--- src/rtl/kft_pkg.sv ---
package kft_pkg;

    localparam int KEY_W           = 32;
    localparam int SLOT_W          = 7;
    localparam int CNT_OUT_W       = 32;
    localparam int DEF_TABLE_DEPTH = 128;
    localparam int DEF_COUNT_BITS  = 32;

endpackage

--- src/rtl/kft_cell.sv ---
module kft_cell
    import kft_pkg::*;
#(
    parameter int COUNT_BITS = DEF_COUNT_BITS
)
(
    input  logic                  clk,
    input  logic                  rst_n,
    input  logic [KEY_W-1:0]      search_key,
    input  logic                  we,
    input  logic [KEY_W-1:0]      wr_key,
    input  logic [COUNT_BITS-1:0] wr_count,
    output logic [KEY_W-1:0]      key_q,
    output logic [COUNT_BITS-1:0] count_q,
    output logic                  match
);

    logic [KEY_W-1:0]      key_reg;
    logic [COUNT_BITS-1:0] count_reg;

    always_ff @(posedge clk or negedge rst_n)
    begin
        if (!rst_n)
        begin
            key_reg   <= '0;
            count_reg <= '0;
        end
        else if (we)
        begin
            key_reg   <= wr_key;
            count_reg <= wr_count;
        end
    end

    assign match   = (key_reg == search_key);
    assign key_q   = key_reg;
    assign count_q = count_reg;

endmodule

--- config.mk ---
export PLATFORM = sky130hd
export DESIGN_NAME = kft_cell
export DESIGN_NICKNAME = d
export VERILOG_FILES = /design/src/rtl/kft_pkg.sv /design/src/rtl/kft_cell.sv
export SDC_FILE = /design/constraint.sdc
export NUM_CORES = 1
export LEC_CHECK = 0
export ABC_AREA = 0
export BUFFER_PORTS_ARGS = -buffer_cell sky130_fd_sc_hd__buf_2
export CORE_UTILIZATION = 45
export CTS_CLUSTER_DIAMETER = 100
export DETAILED_ROUTE_END_ITERATION = 10
export GPL_ROUTABILITY_DRIVEN = 0
export HOLD_SLACK_MARGIN = 0.12
export PLACE_DENSITY_LB_ADDON = 0.05
export SYNTH_ARGS = -nofsm -noshare
export SYNTH_HDL_FRONTEND = slang
export SYNTH_SLANG_ARGS = --single-unit
--- constraint.sdc ---
create_clock -name clk -period 2.5 [get_ports clk]
set_clock_uncertainty 0.05 [all_clocks]
set_input_delay 0.25 -clock clk [delete_from_list [all_inputs] [get_ports clk]]
set_output_delay 0.25 -clock clk [all_outputs]
set_load 0.05 [all_outputs]
==> results by group, run 1 <==
Outcome
  – Status: complete, no violations

Placement
  – IO Port Bufs: 163
  – Cell area after placement: 3608 µm²
  – DPL Wire Length: 4.514 mm

Floorplan
  – Die W: 80.09 µm
  – Die height: between 80 and 90 µm
  – Core Area: 5886 µm²
  – Top-level I/O count: 164
  – # rows: 28
  – Starting Density: ~47%
  – Die Footprint: 6414 µm²

Final layout
  – Final instance area: 4479 µm²
  – Layout cells sized above 1: between 50% and 60%
  – Layout area overhead: 63.25%
  – # diodes: 0
  – Util after Layout: 76.11%
  – Layout net count: ~510

Logic synthesis
  – Post-synthesis sequential area ratio: 58.37%
  – Register bit total from synthesis: 64
  – Synth warnings: 0
  – Post-Synthesis Cells: around 180
  – Cell Area, Synth: approximately 2700 µm²
  – Syn avg cell area: 15.42 µm²
  – Post-synth cell types: 8
  – Post-Syn Nets: 277

Timing
  – Minimum clock period after layout: 2137 ps
  – RSZ-0062 raised after global routing: no
  – Final worst-path cycle share: 85.48%
  – Hold WS: 448.5 ps
  – FMAX: 0.4679 GHz
  – Final Max Tran Viols: 0
  – Worst slew margin: 70.37%
  – Setup TNS: 0 ps
  – Worst Max-Slew Pin Slew: 444.4 ps
  – Hold Vio Cnt, Final: 0
  – Endpoints failing setup: 0

Drt
  – Final antenna-violating net count: 0
  – Routed vias/inst: 4.742
  – WL per Instance: between 10 and 15 µm
  – Residual DRC: 0
  – Iteration-0 DRC Markers: 45
  – Total number of vias: roughly 2300
  – Drt pass-1 iters: 6
  – Final wirelength: 7.111 mm

Worst setup path
  – CP required: 2200 ps
  – Startpoint types: flop
  – Max stage delay cell, worst path: nor4_1
  – Critical Path Max Stage Delay: roughly 430 ps
  – Critical Path Fanout Max: 3
  – Worst Setup End Kind: output pin
  – CP Class: flop to output pin
  – Worst Path Buf+Inv: 1
  – CP delay by family, top: simple AND/OR/NAND/NOR gates
  – CP Cell Sequence: xor2_1 > nor4_1 > nand4_1 > nor2_1 > buf_2
  – Crit path arrival time: 1840 ps

Hold path
  – Hold/Removal Path Class: input port to async pin

Clock network
  – Root Buffer: clkbuf_8
  – TritonCTS Sinks: 64
  – H-tree depth: 3
  – Worst skew pair latency: 320 ps
  – Cts bufs inserted: 9
  – TritonCTS clock tree: yes
  – Max clock buf depth: 2
  – Cts repair resizes: 0
  – Reg clk slew, reported paths: 70 ps
  – Total setup buffers inserted after CTS: 0
  – CTS Hold Bufs: 65

Global routing
  – Remaining global-route overflow: 0
  – First-pass GRT wire length: 10.70 mm
  – Tot GR Track Use: a little under a quarter
  – Vias in the first global route: 2359
  – Initial antenna violation count: 0
  – Largest net degree at the start of global routing: 36

Power
  – Leakage: 2.190 nW
  – Worst vdd rail ir drop: 0.4326 mV
  – Pwr dens: 683.9 nW/µm²

Run
  – Max Cap Viol: 0
## path summary, 6_finish.rpt
kind                                 start    endpoint  slack, ps  depth (start not counted)
worst max register to register    key_q[6]    key_q[6]       1640                          1
worst min-delay path                 rst_n  count_q[2]        450                          3
worst max-delay path             key_q[25]       match        360                          5
max in group asynchronous            rst_n   key_q[29]       1620                          3
worst min register to register  count_q[2]  count_q[2]        450                          1
min in group clk                count_q[2]  count_q[2]        450                          1
## area by class of cell
cell class	count	area, µm²
sequential	64	1602
clock inverter	3	65.06
multi-input combinational	107	1067
fill	393	1406
tap	75	93.84
clock buffer	12	155.1
timing repair buffer	232	1496
## power by group
part	internal, mW	switching (mW)	total [mW]
Sequential	1.14	0.0699	1.21
Clock	0.610	0.372	0.981
Combinational	0.318	0.555	0.873
## metal layers
metal	share of wire [%]	global-route usage [%]
met1	38	25.24
met2	55	41.28
met3	6.0	6.364
met4	1.5	8.036
met5	0	0
## Yosys cell counts, drive strengths merged
| cell type | number | area, µm² |
|---|---|---|
| dfrtp | 64 | 1602 |
| buf | 7 | 75.07 |
| nor2 | 1 | 3.750 |
| mux2 | 64 | 720.7 |
| xor2 | 32 | 280.3 |
| nand4 | 2 | 12.51 |
| nor4 | 8 | 50.05 |
## flip-flops by register name, summed over array words and instances (netlist names)
| register | flops |
|---|---|
| key_q | 32 |
| count_q | 32 |
## through the flow
stage / instances / setup WS, ps / power [mW]
floorplan: 178 / 366.4 / 1.781
global placement: 413 / 705.4 / 2.008
detailed placement: 413 / 717.7 / 2.021
CTS: 493 / 355.1 / 3.085
global route: 493 / 306.1 / 3.196
finish: 493 / 363.0 / 3.064
## placed cells by master (no fill, tap or decap)
cell           Yosys  final
dfrtp_1           64     64
nand4_1            2      2
buf_4              1      4
nor2_1             1      1
xor2_1            32     32
bufinv_16          0      2
mux2_2            64     64
buf_2              0    163
clkbuf_1           0      1
clkbuf_8           0     11
dlygate4sd3_1      0     65
clkinv_2           0      1
nor4_1             8      8
## kinds of logic (layout without fill, tap and decap cells)
group / count (synthesis) / after routing / share of synthesized area, %
multiplexers: 64 / 64 / 26.27
flip-flops: 64 / 64 / 58.37
XOR/XNOR: 32 / 32 / 10.21
AND/OR/NAND/NOR: 11 / 11 / 2.417
buffers and inverters: 7 / 247 / 2.736
(Power assumes the default switching activity.)
==> run 2: changes to the inputs <==
--- a/config.mk
+++ b/config.mk
@@ -14,3 +14,3 @@
 export HOLD_SLACK_MARGIN = 0.12
-export PLACE_DENSITY_LB_ADDON = 0.05
+export PLACE_DENSITY = 0.83
 export SYNTH_ARGS = -nofsm -noshare
==> constraint.sdc (replaced) <==
create_clock -name clk -period 2.5 [get_ports clk]
set_clock_uncertainty 0.05 [all_clocks]
set_input_delay 0.75 -clock clk [delete_from_list [all_inputs] [get_ports clk]]
set_output_delay 0.75 -clock clk [all_outputs]
set_load 0.05 [all_outputs]
==> run 2 against run 1 <==
Compared with the run above: critical path type is now input port to output pin; the flow now finishes with violations (setup timing); cell count is 13% lower; flip-flop and latch count stayed put; fmax shrank 20%; worst hold slack got worse by 73 ps; sequential share of layout area up 5.2 points; largest cell class unchanged; largest power group unchanged.
==> results by group, run 2 (synthesis gave the netlist of run 1 again) <==
Clock network
  – Reg clk slew, reported paths: 70 ps
  – Total setup buffers inserted after CTS: 0
  – Root Buffer: clkbuf_8
  – TritonCTS clock tree: yes
  – Max clock buf depth: 2
  – H-tree depth: 3
  – Cts bufs inserted: 9
  – CTS Hold Bufs: 0
  – TritonCTS Sinks: 64
  – Worst skew pair latency: 320 ps

Timing
  – Minimum clock period after layout: 2669 ps
  – RSZ-0062 raised after global routing: yes
  – Final Max Tran Viols: 0
  – Worst slew margin: 71.68%
  – Hold Vio Cnt, Final: 0
  – Endpoints failing setup: 1
  – FMAX: 0.3747 GHz
  – Final worst-path setup slack: -168.9 ps
  – Worst Max-Slew Pin Slew: 424.9 ps
  – Final worst-path cycle share: 106.8%

Power
  – Worst vdd rail ir drop: 0.5948 mV
  – Pwr dens: 756.7 nW/µm²
  – Total power: about 3.0 mW
  – Leakage: 1.936 nW

Global routing
  – Largest net degree at the start of global routing: 65
  – Remaining global-route overflow: 0
  – Initial antenna violation count: 0
  – Tot GR Track Use: about 20%
  – Vias in the first global route: 2090
  – First-pass GRT wire length: around 9.5 mm

Drt
  – Residual DRC: 0
  – Total number of vias: 2075
  – Drt pass-1 iters: 4
  – Routed vias/inst: 4.837
  – Final wirelength: 6.176 mm
  – WL per Instance: approximately 14 µm
  – Final antenna-violating net count: 0
  – Iteration-0 DRC Markers: 45

Worst setup path
  – Worst Setup End Kind: output pin
  – CP Cell Sequence: buf_2 > xor2_1 > nor4_1 > nand4_1 > nor2_4 > buf_8
  – CP Class: input port to output pin
  – Worst Path Buf+Inv: 2
  – CP delay by family, top: simple AND/OR/NAND/NOR gates
  – CP required: 1700 ps
  – Crit path arrival time: roughly 1900 ps
  – Critical Path Max Stage Delay: 360 ps
  – Critical Path Fanout Max: 1
  – Startpoint types: input port
  – Max stage delay cell, worst path: nor4_1

Outcome
  – Status: finished with violations
  – Failing checks: setup timing

Final layout
  – Leading cell types in the layout, fill and taps excluded: 160 x buf_2, 64 x mux2_2, 64 x dfrtp_1
  – Commonest non-fill, non-tap cell in the layout: buf_2
  – Layout cells sized above 1: 70.34%
  – Layout net count: 448
  – Layout area overhead: 42.68%
  – # diodes: 0
  – Filler cells: approximately 470

Floorplan
  – Die Footprint: 6414 µm²
  – Starting Density: 46.62%
  – Top-level I/O count: 164
  – Core Area: 5886 µm²
  – Die height: about 80 µm
  – Die W: 80.09 µm
  – # rows: 28

Placement
  – Place WS: -318.8 ps
  – IO Port Bufs: approximately 160
  – DPL Wire Length: 4.831 mm

Hold path
  – Hold/Removal Path Class: input port to async pin

Run
  – Max Cap Viol: 0
## run 2: cell count changes in the layout (fill, tap and decap cells not counted), moves of 2 or more
cell	change
buf_12	+3
buf_2	-3
buf_4	-3
buf_6	+2
clkbuf_1	+2
dlygate4sd3_1	-65
nor4_1	-4
nor4_2	+4
## run 2: final cells by class
class                      count  area [µm²]  share of cell area, %
sequential                    64        1602                  40.91
timing repair buffer         167       905.9                  23.14
clock inverter                 3       65.06                  1.662
tap                           75       93.84                  2.397
multi-input combinational    107        1100                  28.09
clock buffer                  13       148.9                  3.803
## run 2: layer usage
| layer | part of all wire (%) | GRT usage, % | vias to the layer above |
|---|---|---|---|
| met5 | 0 | 0 | - |
| met4 | 0.83 | 7.500 | 0 |
| met3 | 9.4 | 5.568 | 6 |
| met2 | 52 | 35.73 | 110 |
| met1 | 38 | 22.01 | 995 |
| li1 | - | - | 964 |
## run 2: power by group
group / total [mW] / internal [mW] / switching (mW)
clock network: 0.941 / 0.589 / 0.352
registers: 1.22 / 1.14 / 0.0749
logic: 0.807 / 0.263 / 0.544
## run 2: worst paths after layout
| check | startpoint | end | slack (ps) | cells past startpoint |
|---|---|---|---|---|
| worst min register to register | count_q[17] | count_q[17] | 450 | 1 |
| worst min-delay path | rst_n | key_q[18] | 380 | 2 |
| worst max register to register | key_q[27] | key_q[27] | 1650 | 1 |
| worst max-delay path | search_key[18] | match | -170 | 6 |
| max in group asynchronous | rst_n | key_q[30] | 1750 | 2 |
| min in group clk | count_q[17] | count_q[17] | 450 | 1 |
## run 2: repair_timing
action	in CTS	in global routing
hold endpoints to repair	0	0
setup endpoints to repair	1	1
pin swaps	2	1
resized for setup	6	3
gates cloned	0	0
## run 2: through the flow
stage / hold WS [ps] / instances / instance area [µm²] / util (%) / TNS [ps]
floorplan: 404.4 / 178 / 2751 / - / 0
global placement: 434.5 / 413 / 3654 / 62.07 / -314.8
detailed placement: 439.6 / 413 / 3654 / 62.07 / -318.8
CTS: 384.4 / 429 / 3899 / 66.24 / -196.3
global route: 394.1 / 429 / 3915 / 66.52 / -206.9
finish: 375.3 / 429 / 3915 / 66.52 / -168.9
